### src/hdl/relr_pkg.sv
// Shared constants and controller/datapath interface types for the RELR decoder.
// No dependencies; imported by every module of the block.
package relr_pkg;

  localparam int ADDR_W      = 64;
  localparam int ENTRY_W     = 64;
  localparam int BITMAP_BITS = 63;
  localparam int IDX_W       = $clog2(BITMAP_BITS);
  localparam int WORD_SHIFT  = 3;
  localparam logic [ADDR_W-1:0] WORD_BYTES    = ADDR_W'(8);
  localparam logic [ADDR_W-1:0] BITMAP_STRIDE = ADDR_W'(8 * BITMAP_BITS);

  typedef logic [ADDR_W-1:0]      addr_t;
  typedef logic [BITMAP_BITS-1:0] bitmap_t;

  typedef struct packed {
    logic capture;   // latch a new entry
    logic emit;      // load one result into the output register
    logic finish;    // update the next-word address, entry done
  } relr_cmd_t;

  typedef struct packed {
    logic is_bitmap; // held entry is a bitmap
    logic bits_left; // bitmap still has set bits
    logic one_left;  // at most one set bit remains
    logic out_free;  // output register can take a result this cycle
  } relr_stat_t;

endpackage

### src/hdl/relr_datapath.sv
// Datapath: load base, next-word address, held entry, bitmap scan and output register.
// Depends on relr_pkg; driven by relr_ctrl through relr_cmd_t.
module relr_datapath (
  input  logic                          clk,
  input  logic                          rst_n,
  input  logic                          cfg_we,
  input  logic [relr_pkg::ADDR_W-1:0]   cfg_wdata,
  input  logic [relr_pkg::ENTRY_W-1:0]  in_packed_entry,
  input  logic                          in_end_of_table,
  input  relr_pkg::relr_cmd_t           cmd,
  output relr_pkg::relr_stat_t          stat,
  output logic                          out_valid,
  input  logic                          out_ready,
  output logic [relr_pkg::ADDR_W-1:0]   out_patch_address,
  output logic                          out_last_of_item
);
  import relr_pkg::*;

  addr_t         load_base_r;
  addr_t         next_addr_r;
  addr_t         work_r;
  bitmap_t       bitmap_r;
  logic          is_bitmap_r;
  logic          end_r;
  logic          out_valid_r;
  addr_t         out_addr_r;
  logic          out_last_r;

  bitmap_t       low_bit;
  bitmap_t       rest;
  logic [IDX_W-1:0] idx;
  addr_t         emit_addr;
  addr_t         next_addr_nxt;

  // Isolate the lowest set bit and encode its position.
  always_comb begin
    low_bit = bitmap_r & (~bitmap_r + BITMAP_BITS'(1));
    rest    = bitmap_r & ~low_bit;
    idx     = '0;
    for (int j = 0; j < BITMAP_BITS; j++) begin
      if (low_bit[j]) idx = idx | IDX_W'(j);
    end
    emit_addr = is_bitmap_r
              ? work_r + {{(ADDR_W-IDX_W-WORD_SHIFT){1'b0}}, idx, {WORD_SHIFT{1'b0}}}
              : work_r;
    if (end_r) begin
      next_addr_nxt = '0;
    end else if (is_bitmap_r) begin
      next_addr_nxt = work_r + BITMAP_STRIDE;
    end else begin
      next_addr_nxt = work_r + WORD_BYTES;
    end
  end

  always_comb begin
    stat.is_bitmap = is_bitmap_r;
    stat.bits_left = |bitmap_r;
    stat.one_left  = ~|rest;
    stat.out_free  = ~out_valid_r | out_ready;
  end

  always_ff @(posedge clk) begin
    if (!rst_n) begin
      load_base_r <= '0;
      next_addr_r <= '0;
      out_valid_r <= 1'b0;
    end else begin
      if (cfg_we) load_base_r <= cfg_wdata;
      if (cmd.finish) next_addr_r <= next_addr_nxt;
      if (cmd.emit) begin
        out_valid_r <= 1'b1;
      end else if (out_ready) begin
        out_valid_r <= 1'b0;
      end
    end
  end

  // Payload registers need no reset.
  always_ff @(posedge clk) begin
    if (cmd.capture) begin
      is_bitmap_r <= in_packed_entry[0];
      end_r       <= in_end_of_table;
      bitmap_r    <= in_packed_entry[ENTRY_W-1:1];
      work_r      <= in_packed_entry[0] ? next_addr_r : load_base_r + in_packed_entry;
    end else if (cmd.emit) begin
      bitmap_r <= rest;
    end
    if (cmd.emit) begin
      out_addr_r <= emit_addr;
      out_last_r <= is_bitmap_r ? ~|rest : 1'b1;
    end
  end

  assign out_valid         = out_valid_r;
  assign out_patch_address = out_addr_r;
  assign out_last_of_item  = out_last_r;

endmodule

### src/hdl/relr_ctrl.sv
// Controller: accepts one entry, then steps the datapath through its results.
// Depends on relr_pkg; drives relr_datapath through relr_cmd_t.
module relr_ctrl (
  input  logic                  clk,
  input  logic                  rst_n,
  input  logic                  in_valid,
  output logic                  in_ready,
  input  relr_pkg::relr_stat_t  stat,
  output relr_pkg::relr_cmd_t   cmd
);
  import relr_pkg::*;

  localparam logic ST_IDLE = 1'b0;
  localparam logic ST_EMIT = 1'b1;

  logic state_r;
  logic state_nxt;

  always_comb begin
    state_nxt   = state_r;
    cmd         = '0;
    in_ready    = 1'b0;
    unique case (state_r)
      ST_IDLE: begin
        in_ready    = 1'b1;
        cmd.capture = in_valid;
        if (in_valid) state_nxt = ST_EMIT;
      end
      ST_EMIT: begin
        if (!stat.is_bitmap) begin
          if (stat.out_free) begin
            cmd.emit   = 1'b1;
            cmd.finish = 1'b1;
            state_nxt  = ST_IDLE;
          end
        end else if (!stat.bits_left) begin
          // empty bitmap: advance only
          cmd.finish = 1'b1;
          state_nxt  = ST_IDLE;
        end else if (stat.out_free) begin
          cmd.emit = 1'b1;
          if (stat.one_left) begin
            cmd.finish = 1'b1;
            state_nxt  = ST_IDLE;
          end
        end
      end
      default: state_nxt = ST_IDLE;
    endcase
  end

  always_ff @(posedge clk) begin
    if (!rst_n) begin
      state_r <= ST_IDLE;
    end else begin
      state_r <= state_nxt;
    end
  end

endmodule

### src/hdl/relr_relocation_decoder.sv
// Top level of the RELR relative-relocation decoder: controller plus datapath.
// Depends on relr_pkg, relr_ctrl and relr_datapath.
//
//  channel  signals                                  direction
//  input    in_valid/in_ready, in_packed_entry,      in
//           in_end_of_table
//  result   out_valid/out_ready, out_patch_address,  out
//           out_last_of_item
//  config   cfg_we, cfg_wdata (load base)            in
//
// An entry is accepted in the idle state; its results then follow at one result per cycle
// while the output register is free (offset: one, bitmap: one per set bit, empty bitmap:
// none). Reset (rst_n low, synchronous) clears load base, next-word address, the output
// valid flag and controller state. A stalled output holds the scan in place; a new entry
// is taken while the last result of the previous one waits.
module relr_relocation_decoder (
  input  logic                          clk,
  input  logic                          rst_n,
  input  logic                          cfg_we,
  input  logic [relr_pkg::ADDR_W-1:0]   cfg_wdata,
  input  logic                          in_valid,
  output logic                          in_ready,
  input  logic [relr_pkg::ENTRY_W-1:0]  in_packed_entry,
  input  logic                          in_end_of_table,
  output logic                          out_valid,
  input  logic                          out_ready,
  output logic [relr_pkg::ADDR_W-1:0]   out_patch_address,
  output logic                          out_last_of_item
);
  import relr_pkg::*;

  relr_cmd_t  cmd;
  relr_stat_t stat;

  relr_ctrl u_ctrl (
    .clk      (clk),
    .rst_n    (rst_n),
    .in_valid (in_valid),
    .in_ready (in_ready),
    .stat     (stat),
    .cmd      (cmd)
  );

  relr_datapath u_dp (
    .clk               (clk),
    .rst_n             (rst_n),
    .cfg_we            (cfg_we),
    .cfg_wdata         (cfg_wdata),
    .in_packed_entry   (in_packed_entry),
    .in_end_of_table   (in_end_of_table),
    .cmd               (cmd),
    .stat              (stat),
    .out_valid         (out_valid),
    .out_ready         (out_ready),
    .out_patch_address (out_patch_address),
    .out_last_of_item  (out_last_of_item)
  );

  // A transfer in always starts a busy phase.
  a_busy_after_accept: assert property (@(posedge clk) disable iff (!rst_n)
    in_valid && in_ready |=> !in_ready)
    else $error("input accepted twice in a row");

  // Never emit while a result is stuck in the output register.
  a_no_overwrite: assert property (@(posedge clk) disable iff (!rst_n)
    cmd.emit |-> (!out_valid || out_ready))
    else $error("output register overwritten");

  // Emitting the final result of an entry always finishes it.
  a_last_finishes: assert property (@(posedge clk) disable iff (!rst_n)
    cmd.emit && (!stat.is_bitmap || stat.one_left) |-> cmd.finish)
    else $error("last result without finish");

  // Out of reset the block is idle with nothing pending.
  a_reset_idle: assert property (@(posedge clk)
    !$past(rst_n) |-> in_ready && !out_valid)
    else $error("not idle after reset");

endmodule

### config.mk
export PLATFORM = sky130hd
export DESIGN_NAME = relr_relocation_decoder
export DESIGN_NICKNAME = d
export VERILOG_FILES = /design/src/hdl/relr_pkg.sv /design/src/hdl/relr_datapath.sv /design/src/hdl/relr_ctrl.sv /design/src/hdl/relr_relocation_decoder.sv
export SDC_FILE = /design/constraint.sdc
export NUM_CORES = 1
export LEC_CHECK = 0
export ABC_AREA = 0
export BUFFER_PORTS_ARGS = -buffer_cell sky130_fd_sc_hd__buf_2
export CAP_MARGIN = 20
export CORE_UTILIZATION = 23
export CTS_CLUSTER_SIZE = 14
export DETAILED_ROUTE_END_ITERATION = 8
export GPL_TIMING_DRIVEN = 1
export RECOVER_POWER = 25
export SKIP_CTS_REPAIR_TIMING = 1
export SLEW_MARGIN = 20
export SYNTH_ARGS = -nofsm -noshare
export SYNTH_HDL_FRONTEND = slang
export SYNTH_SLANG_ARGS = --single-unit
### constraint.sdc
create_clock -name clk -period 6.69 [get_ports clk]
set_input_delay 1.338 -clock clk [delete_from_list [all_inputs] [get_ports clk]]
set_output_delay 1.338 -clock clk [all_outputs]
set_load 0.02 [all_outputs]
## Word-level counts from Yosys, hierarchy flattened

Cells that the tools add are included.

| storage, ports and cells | value |
|---|---|
| register bits after elaboration | 324 |
| output and inout port bits | 67 |

| cells by class | value |
|---|---|
| $add $sub $neg | 5 |
| eq/ne operators | 7 |
| mux-type cells | 122 |
| bitwise logic cells | 7 |
| reduce and logical (&&, ||, !) cells | 5 |

Operator list:

| kind | number |
|---|---|
| 64-bit two-way mux | 9 |
| 63-bit two-way mux | 3 |
| 6-bit two-way mux | 31 |
| 63-bit AND | 2 |
| 63-bit NOT | 2 |
| 63-bit OR reduction | 2 |
| 5-bit two-way mux | 16 |
| 64-bit by 4-bit adder with 64-bit output, second input constant | 1 |
| 64-bit adder | 1 |
| 64-bit by 9-bit adder with 64-bit output | 1 |
| 64-bit by 9-bit adder with 64-bit output, second input constant | 1 |
| 63-bit by 1-bit adder with 63-bit output, second input constant | 1 |
| 1-bit two-way mux | 38 |
| 4-bit two-way mux | 8 |
| 2-bit two-way mux | 12 |
| 3-bit two-way mux | 4 |
| 3-bit by 2-bit inequality test with 1-bit output, second input constant | 2 |
| 2-bit by 1-bit inequality test with 1-bit output, second input constant | 2 |
| 4-bit inequality test, second input constant | 1 |
| 4-bit AND reduction | 1 |
| 3-bit by 1-bit inequality test with 1-bit output, second input constant | 1 |
| 3-bit inequality test, second input constant | 1 |
| 1-bit NOT | 2 |
| 1-bit one-hot mux with 2 select lines | 1 |
| other kinds (3) | 3 |

## Depth between registers and ports, before layout

| depth | value |
|---|---|
| word-level depth | 67 |
| gate-level depth with buffers | 25 |
| gate-level depth less buffers | 23 |

## Cells and area by module

A second synthesis with hierarchy kept.

| second synthesis, totals | value |
|---|---|
| cell total of the unflattened synthesis | 2,167 |
| area total of the unflattened synthesis | 19,466.2 µm² |

By module, submodules not included:

| module | instances | cells an instance | area each (µm²) | sequential area each (µm²) |
|---|---|---|---|---|
| relr_datapath | 1 | 2,156 | 19,382.3 | 8,408.1 |
| relr_ctrl | 1 | 11 | 83.8 | 20.0 |

## Worst setup path after synthesis

OpenSTA, ideal clock, no wires.

| path | value |
|---|---|
| kind | register -> register |
| start | register u_dp.bitmap_r[33] |
| end | register u_dp.bitmap_r[0] (enable) |
| library setup time | 689 ps |
| arrival time | 4,619 ps |
| data required time | 6,001 ps |
| slack | 1,382 ps |
| stages on the path, launching flop included | 10 |
| buffers on the path | 1 |
| clock period less this slack | 5,308 ps |
| path through | edfxtp_1 clkbuf_1 nor4_1 nand2_1 nor4_1 nand4_1 nor3_1 nand3b_1 and3_1 nand2b_1 |

RTL lines:

| element | RTL line | source |
|---|---|---|
| start, declared | relr_datapath.sv:22 | `bitmap_t bitmap_r;` |
| start signal, assigned | relr_datapath.sv:83 | `bitmap_r <= in_packed_entry[ENTRY_W-1:1];` |
| start signal, assigned | relr_datapath.sv:86 | `bitmap_r <= rest;` |

## Worst setup path after layout

| path | value |
|---|---|
| start | register u_dp.bitmap_r[16] |
| end | register u_dp.out_addr_r[63], in the netlist u_dp.out_patch_address[63], data pin |

| between the ends | value |
|---|---|
| cells in the longest elaborated chain, start to end | 52 |

RTL lines:

| element | RTL line | source |
|---|---|---|
| 63-bit NOT | relr_datapath.sv:37 | `low_bit = bitmap_r & (~bitmap_r + BITMAP_BITS'(1));` |
| 63-bit by 1-bit adder with 63-bit output | relr_datapath.sv:37 |  |
| 63-bit AND (*) | relr_datapath.sv:37 |  |
| 5-bit two-way mux (16 in series) | relr_datapath.sv:41 | `if (low_bit[j]) idx = idx \| IDX_W'(j);` |
| 6-bit two-way mux (30 in series) | relr_datapath.sv:41 |  |
| 6-bit two-way mux (*) | relr_datapath.sv:41 |  |
| 64-bit by 9-bit adder with 64-bit output (*) | relr_datapath.sv:44 | `? work_r + {{(ADDR_W-IDX_W-WORD_SHIFT){1'b0}}, idx, {WORD_SHIFT{1'b0}}}` |
| 64-bit two-way mux (*) | relr_datapath.sv:44 |  |
| net u_dp.emit_addr[63] | relr_datapath.sv:32 | `addr_t emit_addr;` |
| end signal, assigned | relr_datapath.sv:89 | `out_addr_r <= emit_addr;` |
| end, declared | relr_datapath.sv:26 | `addr_t out_addr_r;` |

The timed path passes the listed nets; every way through them passes the cells marked *.
A chain may end at the register's enable or synchronous reset.

==> impl_table.tex <==
\begin{tabular}{lr}
\hline
Metric & Value \\
\hline
\multicolumn{2}{l}{\textbf{Cells and area}} \\
Most common cell after layout, fill and taps aside & sky130\_fd\_sc\_hd\_\_nand2\_1 \\
Final standard cell count with taps included and fillers excluded & around 3600 \\
Share of layout cells above drive strength 1 & 0.1104 \\
Final core utilization & 0.2749 \\
Commonest cells after routing, fill and taps aside & sky130\_fd\_sc\_hd\_\_nand2\_1, sky130\_fd\_sc\_hd\_\_nor2\_1, sky130\_fd\_sc\_hd\_\_edfxtp\_1, sky130\_fd\_sc\_hd\_\_o21ai\_0, sky130\_fd\_sc\_hd\_\_buf\_2 \\
Fill cell total of the finished layout & between 9000 and 10000 \\
Layout area overhead & 17.64\% \\
Layout net count & $\sim$2600 \\
Summed area of non-filler cells in the final layout & 23550 um\^{}2 \\
\multicolumn{2}{l}{\textbf{Drt}} \\
Detailed Route WL & 75900 um \\
Iteration-0 DRC Markers & $\sim$1700 \\
Number of detailed-routing iterations run before antenna repair & 5 \\
Drt wl/cell & between 20 and 25 um \\
Antenna violation net count after detailed routing & 0 \\
Vias & about 18000 \\
DRC violations left & 0 \\
Via density per instance & around 5 \\
\multicolumn{2}{l}{\textbf{Timing}} \\
Slack of the critical path & around 0.59 ns \\
Total setup violations reported at the end of the flow & 0 \\
Final min period & between 6 and 7 ns \\
Worst clock skew & between 0.03 and 0.04 ns \\
Setup total negative slack & 0 ns \\
Headroom to the max-slew limit & -1.093 \\
Slew at the pin closest to its max-slew limit & 3.140 ns \\
Number of hold violations in the final report & 0 \\
Number of pins with negative max-slew slack in the final report & 254 \\
RSZ-0062 raised after global routing & no \\
Top achievable clock speed & around 160 MHz \\
Post-route clock period utilization & 0.9124 \\
Worst Hold Slack & between 0.4 and 0.5 ns \\
\multicolumn{2}{l}{\textbf{Synth}} \\
Number of instances in the synthesized netlist & 2241 \\
Post-Synthesis Net Count & 2451 \\
Register area share after synthesis & 0.4210 \\
Avg Synthesized Cell Area & $\sim$8.9 um\^{}2 \\
Number of storage elements in the synthesis netlist & about 320 \\
Flip-flop cell with the highest count after synthesis & sky130\_fd\_sc\_hd\_\_edfxtp\_1 \\
Cell area after technology mapping & 20020 um\^{}2 \\
Number of distinct library cells after synthesis & 80 \\
Post-synthesis async set-or-reset flop share & 0 \\
Synth Warn \# & 0 \\
Count of flip-flops with a built-in enable after synthesis & 194 \\
\multicolumn{2}{l}{\textbf{Die}} \\
Initial core utilization & 0.2336 \\
IO Count & 201 \\
Area of the die & 88220 um\^{}2 \\
Placeable core region & about 86000 um\^{}2 \\
Number of placement rows & 107 \\
Chip Width & between 200 and 300 um \\
Die Y & $\sim$300 um \\
\multicolumn{2}{l}{\textbf{Global route}} \\
Largest net degree at the start of global routing & 88 \\
Tot GR Track Use & 0.1663 \\
Via count of the first global-routing pass & between 15000 and 20000 \\
First-pass GRT wire length & between 100000 and 150000 um \\
Leftover overflow at the end of global routing & 0 \\
Antenna violations before repair & 12 \\
\multicolumn{2}{l}{\textbf{Power}} \\
Total power draw & between 5 and 6 mW \\
Max IR drop VDD & around 0.16 mV \\
Power per standard cell area & 250.1 nW/um\^{}2 \\
Leakage power & between 9 and 10 nW \\
\multicolumn{2}{l}{\textbf{Setup path}} \\
Endpoint type of the worst setup path & flop \\
Arr. time, crit path & $\sim$6.5 ns \\
Worst endpoint required time & 7.04 ns \\
Startpoint types & flop \\
Maximum fanout count along the critical path & 9 \\
Category of the most critical setup path & reg2reg \\
\multicolumn{2}{l}{\textbf{Placement}} \\
Final weighted congestion of routability-driven global placement & 0.9483 \\
Placed Area & about 22000 um\^{}2 \\
Cell total after placement & 3497 \\
I/O Buffers & 200 \\
Detailed placement HPWL & between 50000 and 60000 um \\
DP Worst Slack & approximately 0.7 ns \\
\multicolumn{2}{l}{\textbf{Clocking}} \\
Clk Latency, worst-skew pair & approximately 0.61 ns \\
H-tree lvl count & 2 \\
Root buffer selected by CTS & sky130\_fd\_sc\_hd\_\_clkbuf\_16 \\
Clock buffer depth & 3 \\
CTS buffer count & 40 \\
Clock transition at the register clock pins on the worst setup and hold paths after CTS & about 0.06 ns \\
TritonCTS clock tree & yes \\
Clock sink count & roughly 320 \\
\multicolumn{2}{l}{\textbf{Outcome}} \\
Status & finished, violations left \\
Violations in the final reports & max-capacitance violations, max-slew violations \\
\multicolumn{2}{l}{\textbf{Worst hold path}} \\
Path type of the worst min-delay path & reg2reg \\
\multicolumn{2}{l}{\textbf{Run}} \\
Max-cap check violation count & 5 \\
\hline
\end{tabular}
cell type report:
class,count,area [um^2],share of cell area
multi-input combinational,1757,10990,0.4665
sequential,324,8428,0.3579
tap,1144,1431,0.06078
clock buffer,59,1206,0.05122
timing repair buffer,224,1126,0.04782
clock inverter,15,183.9,0.007810
inverter,48,183.9,0.007810
antenna,2,5.005,0.0002125
cell usage after synthesis, types with 64 or more instances:
master,instances,area share
sky130_fd_sc_hd__nor3_1,64,0.016
sky130_fd_sc_hd__clkbuf_1,92,0.017
sky130_fd_sc_hd__nand4_1,66,0.021
sky130_fd_sc_hd__nand2_1,366,0.069
sky130_fd_sc_hd__dfxtp_1,130,0.13
sky130_fd_sc_hd__ha_1,73,0.046
sky130_fd_sc_hd__edfxtp_1,194,0.29
sky130_fd_sc_hd__o21ai_0,150,0.038
sky130_fd_sc_hd__a21oi_1,113,0.028
sky130_fd_sc_hd__nor2_1,203,0.038
sky130_fd_sc_hd__mux2i_1,106,0.053
sky130_fd_sc_hd__xor2_1,74,0.032
sky130_fd_sc_hd__xnor2_1,91,0.040
logic make-up (layout without fill, tap and decap cells):
family / Yosys count / in the layout / share of synthesized area
AND/OR/NAND/NOR: 912 / 912 / 0.2118
AO/OA/AOI/OAI: 483 / 483 / 0.1545
flip-flops: 324 / 324 / 0.4210
XOR/XNOR: 165 / 165 / 0.07219
buffers and inverters: 160 / 346 / 0.03081
multiplexers: 116 / 116 / 0.05863
adder cells (fa/ha/maj): 81 / 81 / 0.05113
other: 0 / 2 / 0
worst paths after layout:
kind                                                   end  slack, ns  depth (start not counted)                 start
worst min-delay path                  u_dp.next_addr_r[55]       0.46                          2  u_dp.next_addr_r[55]
worst max-delay path            u_dp.out_patch_address[63]       0.59                         20     u_dp.bitmap_r[16]
worst min register to register        u_dp.next_addr_r[55]       0.46                          2  u_dp.next_addr_r[55]
worst max register to register  u_dp.out_patch_address[63]       0.59                         20     u_dp.bitmap_r[16]
critical path, cell delays in order, from the launching register on:
cell and delay [ns]:
sky130_fd_sc_hd__edfxtp_1 0.47, sky130_fd_sc_hd__or3_4 0.44, sky130_fd_sc_hd__or4_1 0.65, sky130_fd_sc_hd__nor4_4 0.51, sky130_fd_sc_hd__nand2_1 0.23, sky130_fd_sc_hd__nor3_1 0.43
sky130_fd_sc_hd__a2111oi_0 0.28, sky130_fd_sc_hd__nand3_1 0.17, sky130_fd_sc_hd__ha_1 0.17, sky130_fd_sc_hd__inv_1 0.05, sky130_fd_sc_hd__fa_1 0.40, sky130_fd_sc_hd__nor2b_1 0.12
sky130_fd_sc_hd__o21ai_0 0.11, sky130_fd_sc_hd__a21boi_0 0.28, sky130_fd_sc_hd__o21a_1 0.16, sky130_fd_sc_hd__o21ai_1 0.25, sky130_fd_sc_hd__nor2_1 0.35, sky130_fd_sc_hd__and2_1 0.24
sky130_fd_sc_hd__nor2b_1 0.30, sky130_fd_sc_hd__nand2_1 0.11, sky130_fd_sc_hd__xnor2_1 0.14
sequential cells by signal (all words and copies together), names as in the netlist, 63 cells and up:
register                count
u_dp.next_addr_r           64
u_dp.load_base_r           64
u_dp.out_patch_address     64
u_dp.bitmap_r              63
u_dp.work_r                64
where the power goes:
| group | internal [mW] | switching [mW] | leakage [nW] |
|---|---|---|---|
| clock network | 1.35 | 0.951 | 0.686 |
| logic | 0.370 | 0.689 | 5.48 |
| registers | 2.33 | 0.206 | 2.96 |
metal layers:
layer,part of all wire,global-route usage,routed length (um),vias to the layer above
met3,0.079,0.04236,6019,127
met2,0.45,0.2588,33890,749
met4,0.025,0.04688,1880,20
li1,-,-,-,8447
met5,0.0017,0,128,-
met1,0.45,0.2261,33970,8436
(Power assumes the default switching activity.)
